$ cat src/cfrd_pkg.sv
// Package for the COBS frame receiver: result item type, kind and cause codes,
// and configuration register indexes. No dependencies.
`default_nettype none

package cfrd_pkg;

    localparam int CFG_INDEX_WIDTH = 8;
    localparam int CFG_DATA_WIDTH  = 16;

    localparam logic [CFG_INDEX_WIDTH-1:0] REG_MAX_FRAME_LEN = 8'd0;
    localparam logic [CFG_INDEX_WIDTH-1:0] REG_TIMEOUT_TICKS = 8'd1;

    localparam logic [7:0]  MAX_FRAME_LEN_RESET = 8'd114;
    localparam logic [15:0] TIMEOUT_TICKS_RESET = 16'd100;

    localparam logic [7:0] BYTE_DELIM     = 8'h00;
    localparam logic [7:0] CODE_FULL      = 8'hFF;

    localparam logic CMD_BYTE = 1'b0;
    localparam logic CMD_TICK = 1'b1;

    localparam logic CAUSE_OVERFLOW = 1'b0;
    localparam logic CAUSE_TIMEOUT  = 1'b1;

    typedef enum logic [1:0] {
        KIND_DATA  = 2'd0,
        KIND_END   = 2'd1,
        KIND_ABORT = 2'd2
    } kind_t;

    typedef struct packed {
        kind_t      kind;
        logic [7:0] data;
        logic       truncated;
        logic       abort_cause;
    } result_t;

endpackage

`default_nettype wire

$ cat src/cfrd_core.sv
// Per-item decoder of the COBS frame receiver: frame state registers and the
// combinational step logic. Depends on cfrd_pkg.
`default_nettype none

module cfrd_core
    import cfrd_pkg::*;
#(
    parameter int IDLE_WIDTH = 16
)
(
    input  wire logic        clk,
    input  wire logic        rst_n,
    input  wire logic        step,
    input  wire logic        cmd,
    input  wire logic [7:0]  rx_byte,
    input  wire logic [7:0]  max_frame_len,
    input  wire logic [15:0] timeout_ticks,
    output logic             res_valid,
    output result_t          res
);

    localparam int CMP_WIDTH = (IDLE_WIDTH > 16) ? IDLE_WIDTH : 16;

    logic [7:0]            frame_count_reg, frame_count_next;
    logic [7:0]            group_left_reg, group_left_next;
    logic                  prev_full_reg, prev_full_next;
    logic [IDLE_WIDTH-1:0] idle_count_reg, idle_count_next;
    logic [IDLE_WIDTH-1:0] idle_inc;

    always_comb
    begin
        frame_count_next = frame_count_reg;
        group_left_next  = group_left_reg;
        prev_full_next   = prev_full_reg;
        idle_count_next  = idle_count_reg;
        res_valid        = 1'b0;
        res              = '0;
        res.kind         = KIND_DATA;

        // The idle counter saturates rather than wrapping.
        idle_inc = (idle_count_reg == '1) ? idle_count_reg : idle_count_reg + 1'b1;

        if (cmd == CMD_TICK)
        begin
            idle_count_next = idle_inc;
            if (frame_count_reg != 8'd0 &&
                CMP_WIDTH'(idle_inc) > CMP_WIDTH'(timeout_ticks))
            begin
                frame_count_next = '0;
                group_left_next  = '0;
                prev_full_next   = 1'b0;
                res_valid        = 1'b1;
                res.kind         = KIND_ABORT;
                res.abort_cause  = CAUSE_TIMEOUT;
            end
        end
        else
        begin
            idle_count_next = '0;
            if (rx_byte == BYTE_DELIM)
            begin
                // An empty frame ends silently.
                if (frame_count_reg != 8'd0)
                begin
                    res_valid     = 1'b1;
                    res.kind      = KIND_END;
                    res.truncated = (group_left_reg != 8'd0);
                end
                frame_count_next = '0;
                group_left_next  = '0;
                prev_full_next   = 1'b0;
            end
            else if (frame_count_reg >= max_frame_len)
            begin
                frame_count_next = '0;
                group_left_next  = '0;
                prev_full_next   = 1'b0;
                res_valid        = 1'b1;
                res.kind         = KIND_ABORT;
                res.abort_cause  = CAUSE_OVERFLOW;
            end
            else if (group_left_reg != 8'd0)
            begin
                frame_count_next = frame_count_reg + 8'd1;
                group_left_next  = group_left_reg - 8'd1;
                res_valid        = 1'b1;
                res.kind         = KIND_DATA;
                res.data         = rx_byte;
            end
            else
            begin
                // Code byte: a zero goes out first unless this is the first
                // group or the previous group was a full one.
                frame_count_next = frame_count_reg + 8'd1;
                group_left_next  = rx_byte - 8'd1;
                prev_full_next   = (rx_byte == CODE_FULL);
                if (frame_count_reg != 8'd0 && !prev_full_reg)
                begin
                    res_valid = 1'b1;
                    res.kind  = KIND_DATA;
                    res.data  = BYTE_DELIM;
                end
            end
        end
    end

    always_ff @(posedge clk or negedge rst_n)
    begin
        if (!rst_n)
        begin
            frame_count_reg <= '0;
            group_left_reg  <= '0;
            prev_full_reg   <= 1'b0;
            idle_count_reg  <= '0;
        end
        else if (step)
        begin
            frame_count_reg <= frame_count_next;
            group_left_reg  <= group_left_next;
            prev_full_reg   <= prev_full_next;
            idle_count_reg  <= idle_count_next;
        end
    end

endmodule

`default_nettype wire

$ cat src/cobs_frame_receiver_decoder.sv
// Top level of the COBS frame receiver: configuration registers, decoder core
// and a two-entry output register with skid. Depends on cfrd_pkg, cfrd_core.
//
//   Channel | Handshake                | Payload
//   --------+--------------------------+-------------------------------------
//   in      | in_valid / in_stall      | cmd, rx_byte
//   out     | out_valid / out_stall    | kind, out_byte, truncated, abort_cause
//   cfg     | cfg_valid / cfg_ready    | cfg_index, cfg_data
//
// The decoder step is combinational between the input port and the output
// register: an item can be accepted on every clock edge unless the skid is full,
// and its result is registered in the output or, on a stall, the skid register.
// Reset clears the frame state, the idle counter and the output valid flags,
// and loads the configuration defaults (frame limit 114, timeout 100 ticks).
// A stalled result is held in the output register while the next item is
// accepted into the skid register; input stalls only once the skid is full.
`default_nettype none

module cobs_frame_receiver_decoder
    import cfrd_pkg::*;
#(
    parameter int IDLE_WIDTH = 16
)
(
    input  wire logic                       clk,
    input  wire logic                       rst_n,

    input  wire logic                       in_valid,
    output logic                            in_stall,
    input  wire logic                       cmd,
    input  wire logic [7:0]                 rx_byte,

    output logic                            out_valid,
    input  wire logic                       out_stall,
    output logic [1:0]                      kind,
    output logic [7:0]                      out_byte,
    output logic                            truncated,
    output logic                            abort_cause,

    input  wire logic                       cfg_valid,
    output logic                            cfg_ready,
    input  wire logic [CFG_INDEX_WIDTH-1:0] cfg_index,
    input  wire logic [CFG_DATA_WIDTH-1:0]  cfg_data
);

    logic [7:0]  max_frame_len_reg;
    logic [15:0] timeout_ticks_reg;

    logic    accept;
    logic    take;
    logic    res_valid;
    result_t res;

    logic    out_valid_reg, skid_valid_reg;
    result_t out_reg, skid_reg;

    // Always writable. User keeps block idle whenever it is used; unenforced.
    assign cfg_ready = 1'b1;

    always_ff @(posedge clk or negedge rst_n)
    begin
        if (!rst_n)
        begin
            max_frame_len_reg <= MAX_FRAME_LEN_RESET;
            timeout_ticks_reg <= TIMEOUT_TICKS_RESET;
        end
        else if (cfg_valid && cfg_ready)
        begin
            unique case (cfg_index)
                REG_MAX_FRAME_LEN: max_frame_len_reg <= cfg_data[7:0];
                REG_TIMEOUT_TICKS: timeout_ticks_reg <= cfg_data;
                default:           ;
            endcase
        end
    end

    // The input is held off only while the skid register holds a result.
    assign in_stall = skid_valid_reg;
    assign accept   = in_valid && !skid_valid_reg;
    assign take     = out_valid_reg && !out_stall;

    cfrd_core #(
        .IDLE_WIDTH (IDLE_WIDTH)
    ) u_core (
        .clk           (clk),
        .rst_n         (rst_n),
        .step          (accept),
        .cmd           (cmd),
        .rx_byte       (rx_byte),
        .max_frame_len (max_frame_len_reg),
        .timeout_ticks (timeout_ticks_reg),
        .res_valid     (res_valid),
        .res           (res)
    );

    // Valid flags of the output and skid registers.
    always_ff @(posedge clk or negedge rst_n)
    begin
        if (!rst_n)
        begin
            out_valid_reg  <= 1'b0;
            skid_valid_reg <= 1'b0;
        end
        else if (skid_valid_reg)
        begin
            // No item is accepted here; the skid moves up once the output drains.
            if (take)
            begin
                skid_valid_reg <= 1'b0;
            end
        end
        else if (out_valid_reg && !take)
        begin
            if (accept && res_valid)
            begin
                skid_valid_reg <= 1'b1;
            end
        end
        else
        begin
            out_valid_reg <= accept && res_valid;
        end
    end

    // Payload registers carry no reset.
    always_ff @(posedge clk)
    begin
        if (skid_valid_reg)
        begin
            if (take)
            begin
                out_reg <= skid_reg;
            end
        end
        else if (out_valid_reg && !take)
        begin
            if (accept && res_valid)
            begin
                skid_reg <= res;
            end
        end
        else if (accept && res_valid)
        begin
            out_reg <= res;
        end
    end

    assign out_valid   = out_valid_reg;
    assign kind        = out_reg.kind;
    assign out_byte    = out_reg.data;
    assign truncated   = out_reg.truncated;
    assign abort_cause = out_reg.abort_cause;

endmodule

`default_nettype wire
$ cat config.mk
export PLATFORM = sky130hd
export DESIGN_NAME = cobs_frame_receiver_decoder
export DESIGN_NICKNAME = d
export VERILOG_FILES = /design/src/cfrd_pkg.sv /design/src/cfrd_core.sv /design/src/cobs_frame_receiver_decoder.sv
export SDC_FILE = /design/constraint.sdc
export NUM_CORES = 1
export LEC_CHECK = 0
export ABC_AREA = 1
export BUFFER_PORTS_ARGS = -buffer_cell sky130_fd_sc_hd__buf_2
export CORE_MARGIN = 2
export CORE_UTILIZATION = 32
export CTS_BUF_LIST = sky130_fd_sc_hd__clkbuf_16
export CTS_CLUSTER_DIAMETER = 60
export DETAILED_ROUTE_END_ITERATION = 16
export SETUP_SLACK_MARGIN = 0.05
export SLEW_MARGIN = 20
export SYNTH_ARGS = -nofsm -noshare
export SYNTH_HDL_FRONTEND = slang
export SYNTH_SLANG_ARGS = --single-unit
export TNS_END_PERCENT = 5
$ cat constraint.sdc
create_clock -name clk -period 2.9 [get_ports clk]
set_clock_uncertainty 0.15 [all_clocks]
set_input_delay 0 -clock clk [delete_from_list [all_inputs] [get_ports clk]]
set_output_delay 0 -clock clk [all_outputs]
set_load 0.05 [all_outputs]
==> metrics.md, run 1 <==
| Metric | Value |
|---|---|
| PD cells | `676 mW/mm^2` |
| Critical path's largest stage delay | `approximately 0.4 ns` |
| Diode count | `0` |
| Part of the power in the clock network | `between 20% and 30%` |
| Post-route cell area | `0.00674 sq mm` |
| Post-synth top area cell | `dfrtp_1` |
| Fillers | `1,446` |
| Logic pwr share | `41.6%` |
| Synth top area cells | `dfrtp_1 26%, edfxtp_1 15%, nand2_1 12%` |
| Synth Area in Compound Gates | `11.0%` |
| Cell mode on critical path | `nor2_2` |
| Pre-CTS WS | `-0.298 ns` |
| DR vias | `4,211` |
| Rel. slew slack | `between 40% and 50%` |
| Post-route worst setup slack | `-0.284 ns` |
| Worst-path clk slew | `0.06 ns` |
| Max-Cap Viols | `0` |
| DIE WIDTH | `~130 um` |
| Worst slew pin tran | `roughly 0.88 ns` |
| Asr flop ratio synth | `71.1%` |
| Crit path kind | `register to register` |
| Simple-gate share of the synthesized area | `approximately 25%` |
| Tcrit/Tclk final | `110%` |
| Final setup TNS | `-11.77 ns` |
| Pins Over Slew Limit | `0` |
| Internal power | `2.73 mW` |
| Cell area after synthesis | `0.00493 sq mm` |
| IO Port Bufs | `51` |
| Static Leak | `3.28 nW` |
| Worst-Skew Late Latency | `0.34 ns` |
| 1st-pass router iterations | `4` |
| Std-Cell Rows | `45` |
| CP cell instances | `ha_4 -> nand3_4 -> nor3_4 -> nand2_2 -> nor2_4 -> nand2_4 -> nand2_2 -> nor2_2 -> a21oi_2 -> ha_1 -> nand2_1 -> inv_1 -> nand4_1 -> nor2_2 -> nor2_2 -> nand2_4 -> a21oi_4 -> nand3_2 -> clkinv_4` |
| Worst Path Required | `2.80 ns` |
| Hold WS | `0.0713 ns` |
| Switch share | `39.9%` |
| Synth cell types | `40` |
| Core footprint | `0.0151 sq mm` |
| Overall Global Routing Usage | `14.5%` |
| Die ar. | `0.0164 sq mm` |
| Placer Congestion | `0.834` |
| Synth Area in XOR/XNOR | `3.17%` |
| Fin cells | `938` |
| Post-synth EDFFs | `24` |
| Cell at the slowest stage of the critical path | `dfrtp_1` |
| NetSw | `1.82 mW` |
| Initial antenna violation count | `0` |
| Post-Synth Adder-Cell Area | `7.10%` |
| CTS tree | `built` |
| Final-report setup violation count | `47` |
| I/O pin total | `53` |
| Tmin final | `3.18 ns` |
| Sequential fraction of design power | `32.1%` |
| Setup crit start kind | `register` |
| RSZ-0062 raised after global routing | `yes` |
| Die height | `about 130 um` |
| Critical Path Fanout Max | `12` |
| Iter 0 DRT Violations | `324` |
| Finished Core Util | `44.5%` |
| Vias in the first global route | `4,024` |
| DP Cell Count | `873` |
| Seq/Total Area, Yosys | `between 40% and 50%` |
| Vias/cell | `4.49` |
| Post-synthesis net count | `667` |
| Largest family of logic cells by synthesized area | `simple AND/OR/NAND/NOR gates` |
| Layout cell share with drive strength beyond 1 | `~29%` |
| Initial core utilization | `32.6%` |
| Post-Synthesis Cells | `approximately 600` |
| Syn_area_per_cell | `8.21 sq um` |
| Flops & latches, synth | `slightly above 80` |
| Clock Sinks | `83` |
| Synth top area share | `26.4%` |
| Post-DP HPWL | `8.08 mm` |
| Final nets | `811` |
| Failing checks | `negative setup slack` |
| Mux cell area share after synthesis | `0%` |
| Final Hold Fails | `0` |
| Global-route wire length before repair | `19.0 mm` |
| Post-DP Area | `0.00574 sq mm` |
| Routed wire length | `11.8 mm` |
| Drc violations | `0` |
| Total power | `4.55 mW` |
| P&R area growth vs syn | `36.5%` |
| CTS Buf Count | `9` |
| Yosys warnings | `0` |
| Total gr overflow | `0` |
| Longest Clk Path Bufs | `2` |
| Avg WL per Cell | `12.6 um` |
| Hold Path Class | `primary input to register` |
| Peak supply drop | `between 0.2 and 0.3 mV` |
| CTS H-tree lvls | `3` |
| Largest net degree at the start of global routing | `38` |
| CP arrival | `3.09 ns` |
| Status | `complete, but fails checks` |
| Crit. End Element | `register` |
| Top_reg_cell synth | `dfrtp_1` |
| Routed Antenna Nets | `0` |
| CTS root buf | `clkbuf_16` |
| Max Freq | `314 MHz` |
## synthesized netlist by cell type, drive strengths merged, types with 2 or more instances
cell type and number:
nand2 175, inv 91, o21ai 61, dfrtp 52, nor2 48, ha 28
nand3 28, edfxtp 24, a21oi 19, xor2 15, nor3 11, nand4 10
buf 8, dfstp 7, clkbuf 4, nand3b 4, o22ai 4, a22o 2
a31oi 2, xnor2 2
## cell families (layout without fill, tap and decap cells)
| kind of cell | Yosys count | after routing |
|---|---|---|
| AOI/OAI and AO/OA | 90 | 90 |
| DFF | 83 | 83 |
| buffers and inverters | 103 | 251 |
| and+or+nand+nor | 279 | 280 |
| other | 1 | 1 |
| adders and majority gates | 28 | 28 |
| xor gates and xnor gates | 17 | 17 |
## cells in the final DEF (no fill, tap or decap), types with 12 or more instances in the layout
cell	count
a21oi_1	12
nor2_1	38
buf_4	48
ha_1	27
inv_1	84
dlygate4sd3_1	38
edfxtp_1	24
o21ai_2	21
nand3_1	24
nand2_2	18
o21ai_1	25
o21ai_0	15
dfrtp_1	52
nand2_1	148
xor2_1	14
buf_2	51
## power groups by stage
stage          sequential (mW)  clock, mW  combinational (mW)
2_1_floorplan             1.65          0                1.06
3_3_place_gp              1.47          0                1.65
3_5_place_dp              1.48          0                1.65
4_1_cts                   1.45       1.22                1.74
5_1_grt                   1.48       1.27                2.13
6_report                  1.46       1.20                1.90
## critical path, delay by kind of cell (launching register included)
kind            cells  cell delay, ns
fa+ha+maj           2            0.45
flops               1            0.40
simple gates       13            1.40
compound gates      2            0.32
buf+inv             2            0.17
## repair_timing
item	CTS	global route
resized for setup	9	43
endpoints found under the setup margin	47	47
buffers inserted	2	5
cloned	1	3
hold buffers	38	0
pin swaps	2	16
endpoints found under the hold margin	82	0
## cell type report
class / count / area [sq um] / share of cell area (%)
Clock inverter: 7 / 83.8 / 1.24
Inverter: 91 / 347 / 5.15
Multi-Input combinational cell: 416 / 2510 / 37.3
Sequential cell: 83 / 2210 / 32.8
Clock buffer: 9 / 225 / 3.34
Tap cell: 188 / 235 / 3.49
Timing Repair Buffer: 144 / 1130 / 16.8
## final timing paths
path	from	endpoint	slack, ns	cells after the start
max in group asynchronous	rst_n	u_core.group_left_reg[2]	1.70	3
min reg2reg	u_core.prev_full_reg	u_core.prev_full_reg	0.32	2
min in group asynchronous	rst_n	timeout_ticks_reg[12]	0.17	2
min	cfg_index[6]	max_frame_len_reg[5]	0.07	5
max	u_core.idle_count_reg[0]	skid_reg[0]	-0.28	19
max reg2reg	u_core.idle_count_reg[0]	skid_reg[0]	-0.28	19
## routing by layer
layer  up-vias  routed length [um]  GRT usage (%)
met5         -                   0              0
met4         0                 193           5.49
met3        15                 293           2.46
met2        54                5540           22.7
met1      1901                5790           20.1
li1       2241                   -              -
(Power assumes the default switching activity.)
==> inputs of run 2 (changes only) <==
--- a/config.mk
+++ b/config.mk
@@ -5,7 +5,6 @@
 export SDC_FILE = /design/constraint.sdc
 export NUM_CORES = 1
 export LEC_CHECK = 0
-export ABC_AREA = 1
 export BUFFER_PORTS_ARGS = -buffer_cell sky130_fd_sc_hd__buf_2
 export CORE_MARGIN = 2
 export CORE_UTILIZATION = 32
==> run 2 against run 1 <==
Core utilization increased by 1.5 points. Sequential share of layout area decreased by 0.85 points. Fmax is 12% lower. Synthesized area is 1.1% lower. Cell count fell by 9.6%. Die area decreased by 1.1%. Wire length rose by 6.8%. The flow still finishes with violations (negative setup slack). Clock power about the same. Flip-flop and latch count unchanged. Total power increased by 6.3%. Non-clock buffer count up 40. Hold slack worse by 0.014 ns.
==> metrics.md, run 2 <==
| Metric | Value |
|---|---|
| CTS tree | `built (unchanged)` |
| Routed wire length | `12.6 mm (was 11.8 mm)` |
| DIE WIDTH | `127 um (was 128 um)` |
| I/O pin total | `53 (unchanged)` |
| Peak supply drop | `0.401 mV (was 0.281 mV)` |
| Post-route worst setup slack | `-0.700 ns (was -0.284 ns)` |
| Cell area after synthesis | `0.00488 sq mm (was 0.00493 sq mm)` |
| Worst-Skew Late Latency | `0.34 ns (about the same)` |
| Largest net degree at the start of global routing | `33 (was 38)` |
| Switch share | `36.5% (was 39.9%)` |
| Post-synth EDFFs | `24 (unchanged)` |
| Asr flop ratio synth | `71.1% (unchanged)` |
| Yosys warnings | `0 (unchanged)` |
| Most frequent cells in the layout | `79 x buf_4, 52 x dfrtp_1, 51 x buf_2 (was 148 x nand2_1, 84 x inv_1, 52 x dfrtp_1)` |
| Hold Path Class | `primary input to register (unchanged)` |
| Logic pwr share | `41.3% (was 41.6%)` |
| Initial antenna violation count | `0 (unchanged)` |
| Max-Cap Viols | `0 (unchanged)` |
| Flops & latches, synth | `83 (unchanged)` |
| Global-route wire length before repair | `21.1 mm (was 19.0 mm)` |
| CP arrival | `3.57 ns (was 3.09 ns)` |
| Synth top area share | `26.7% (was 26.4%)` |
| Post-synth top area cell | `dfrtp_1 (unchanged)` |
| Tmin final | `3.60 ns (was 3.18 ns)` |
| Post-DP HPWL | `8.82 mm (was 8.08 mm)` |
| Post-Synthesis Cells | `479 (was 601)` |
| P&R area growth vs syn | `41.7% (was 36.5%)` |
| Pins Over Slew Limit | `0 (unchanged)` |
| Rel. slew slack | `50.0% (was 41.4%)` |
| Std-Cell Rows | `45 (unchanged)` |
| Setup crit start kind | `register (unchanged)` |
| Most frequent cell after synthesis | `dfrtp_1 (was nand2_1)` |
| Register area | `0.00221 sq mm (unchanged)` |
| Tcrit/Tclk final | `124% (was 110%)` |
| Most common cell after layout, fill and taps aside | `buf_4 (was nand2_1)` |
| Worst R2R Setup Slack | `-0.70 ns (was -0.28 ns)` |
| Final nets | `721 (was 811)` |
| Internal power | `3.08 mW (was 2.73 mW)` |
| Static Leak | `3.12 nW (was 3.28 nW)` |
| Placer Congestion | `0.842 (was 0.834)` |
| Crit. End Element | `register (unchanged)` |
| Die ar. | `0.0162 sq mm (was 0.0164 sq mm)` |
| Max Freq | `278 MHz (was 314 MHz)` |
| Die height | `127 um (was 128 um)` |
| Part of the power in the clock network | `24.4% (was 26.3%)` |
| Failing checks | `negative setup slack (unchanged)` |
| IO Port Bufs | `51 (unchanged)` |
| Core footprint | `0.0150 sq mm (was 0.0151 sq mm)` |
| Worst slew pin tran | `0.748 ns (was 0.878 ns)` |
| Fillers | `1,347 (was 1,446)` |
| Drc violations | `0 (unchanged)` |
| Final Hold Fails | `0 (unchanged)` |
| Synth cell types | `70 (was 40)` |
| Synth top area cells | `dfrtp_1 27%, edfxtp_1 15%, ha_1 7.2% (was dfrtp_1 26%, edfxtp_1 15%, nand2_1 12%)` |
| Hold WS | `0.0577 ns (was 0.0713 ns)` |
| Sequential fraction of design power | `34.3% (was 32.1%)` |
| Routed Antenna Nets | `0 (unchanged)` |
| Final setup TNS | `-27.94 ns (was -11.77 ns)` |
| CTS H-tree lvls | `3 (unchanged)` |
| Post-synthesis net count | `545 (was 667)` |
| Worst-path clk slew | `0.07 ns (was 0.06 ns)` |
| PD cells | `700 mW/mm^2 (was 676 mW/mm^2)` |
| CTS root buf | `clkbuf_16 (unchanged)` |
| Iter 0 DRT Violations | `266 (was 324)` |
| Status | `complete, but fails checks (unchanged)` |
| Top_reg_cell synth | `dfrtp_1 (unchanged)` |
| Crit path kind | `register to register (unchanged)` |
| Most instantiated cells after synthesis | `52 x dfrtp_1, 39 x nand2_1, 32 x inv_1 (was 161 x nand2_1, 86 x inv_1, 52 x dfrtp_1)` |
| Longest Clk Path Bufs | `2 (unchanged)` |
| Final-report setup violation count | `48 (was 47)` |
| Initial core utilization | `32.5% (was 32.6%)` |
| Vias in the first global route | `4,429 (was 4,024)` |
| CTS Buf Count | `9 (unchanged)` |
| Multi-input logic area | `0.00263 sq mm (was 0.00251 sq mm)` |
| 1st-pass router iterations | `4 (unchanged)` |
| DR vias | `4,281 (was 4,211)` |
| NetSw | `1.77 mW (was 1.82 mW)` |
| Total gr overflow | `0 (unchanged)` |
| Worst Path Required | `2.87 ns (was 2.80 ns)` |
| RSZ-0062 raised after global routing | `yes (unchanged)` |
| Diode count | `0 (unchanged)` |
| Seq/Total Area, Yosys | `45.2% (was 44.7%)` |
| Avg WL per Cell | `14.9 um (was 12.6 um)` |
| Layout cell share with drive strength beyond 1 | `34.5% (was 28.7%)` |
| Critical Path Fanout Max | `10 (was 12)` |
| Vias/cell | `5.05 (was 4.49)` |
| Syn_area_per_cell | `10.2 sq um (was 8.21 sq um)` |
| Clock Sinks | `83 (unchanged)` |
| Overall Global Routing Usage | `16.2% (was 14.5%)` |
[run 2: cell count changes after synthesis, moves of 10 or more]
cell,delta
mux2_2,+26
nor2_1,-16
xor2_1,-10
o21ai_2,-16
nand2_2,-12
nand2_1,-122
a21oi_1,+14
o21ai_1,-19
nand3_1,-13
inv_1,-54
[run 2: per-stage QoR]
stage | power, mW | utilization [%] | std cells | instance area (sq um) | setup WS [ns]
floorplan | 2.88 | - | 479 | 4920 | -0.796
global placement | 3.43 | 38.9 | 771 | 5850 | -0.672
detailed placement | 3.50 | 38.9 | 771 | 5850 | -0.799
CTS | 4.87 | 46.0 | 848 | 6910 | -0.681
global route | 5.13 | 46.0 | 848 | 6910 | -0.820
finish | 4.84 | 46.0 | 848 | 6910 | -0.700
[run 2: layout make-up]
class                      count  area share (%)
clock inverter                 7            1.19
timing repair buffer         184            20.4
multi-input combinational    344            38.0
inverter                      33            1.79
clock buffer                   9            3.26
sequential                    83            31.9
tap                          188            3.40
[run 2: timing repair]
item,CTS,global route
pin swaps,24,4
hold buffers,41,0
endpoints found under the hold margin,75,0
setup endpoints to repair,47,48
resized for setup,35,3
buffers inserted,20,0
[run 2: worst paths after layout]
path / startpoint / endpoint / depth (start not counted)
max reg2reg: u_core.idle_count_reg[0] / out_byte[3] / 15
min reg2reg: timeout_ticks_reg[15] / timeout_ticks_reg[15] / 1
min: cfg_index[0] / max_frame_len_reg[0] / 4
max: u_core.idle_count_reg[0] / out_byte[3] / 15
max in group asynchronous: rst_n / max_frame_len_reg[1] / 3
min in group asynchronous: rst_n / u_core.idle_count_reg[12] / 2
[run 2: kinds of logic (layout without fill, tap and decap cells)]
kind of cell / count (synthesis) / after routing / share of synthesized area, %
simple gates: 156 / 156 / 16.7
compound gates: 116 / 116 / 17.0
flops: 83 / 83 / 45.2
buf+inv: 52 / 233 / 4.67
mux: 31 / 31 / 7.03
fa+ha+maj: 28 / 28 / 7.18
xor+xnor: 12 / 12 / 2.15
other cells: 1 / 1 / 0.0769
[run 2: worst max-delay path: stages (launching register included)]
cell      delay (ns)
dfrtp_1         0.39
ha_2            0.19
and2_4          0.14
nand4_1         0.10
buf_6           0.17
nor3_4          0.12
nand3b_1        0.13
o21a_1          0.16
ha_4            0.29
nand4_4         0.08
or4_4           0.56
o21ba_4         0.23
o31a_4          0.13
o211ai_4        0.26
a21oi_4         0.11
buf_12          0.16
[run 2: layer usage]
layer / wire length (um) / part of all wire, % / global-route usage (%)
met5: 0 / 0 / 0
met4: 330 / 2.6 / 6.59
met3: 405 / 3.2 / 4.15
met2: 6270 / 50 / 28.3
met1: 5610 / 44 / 19.1
[run 2: power groups by stage]
stage,logic (mW),clock network (mW),registers (mW)
after floorplan,0.933,0,1.95
after global placement,1.76,0,1.67
after detailed placement,1.82,0,1.68
after CTS,2.00,1.21,1.66
after global routing,2.17,1.26,1.69
final,2.00,1.18,1.66
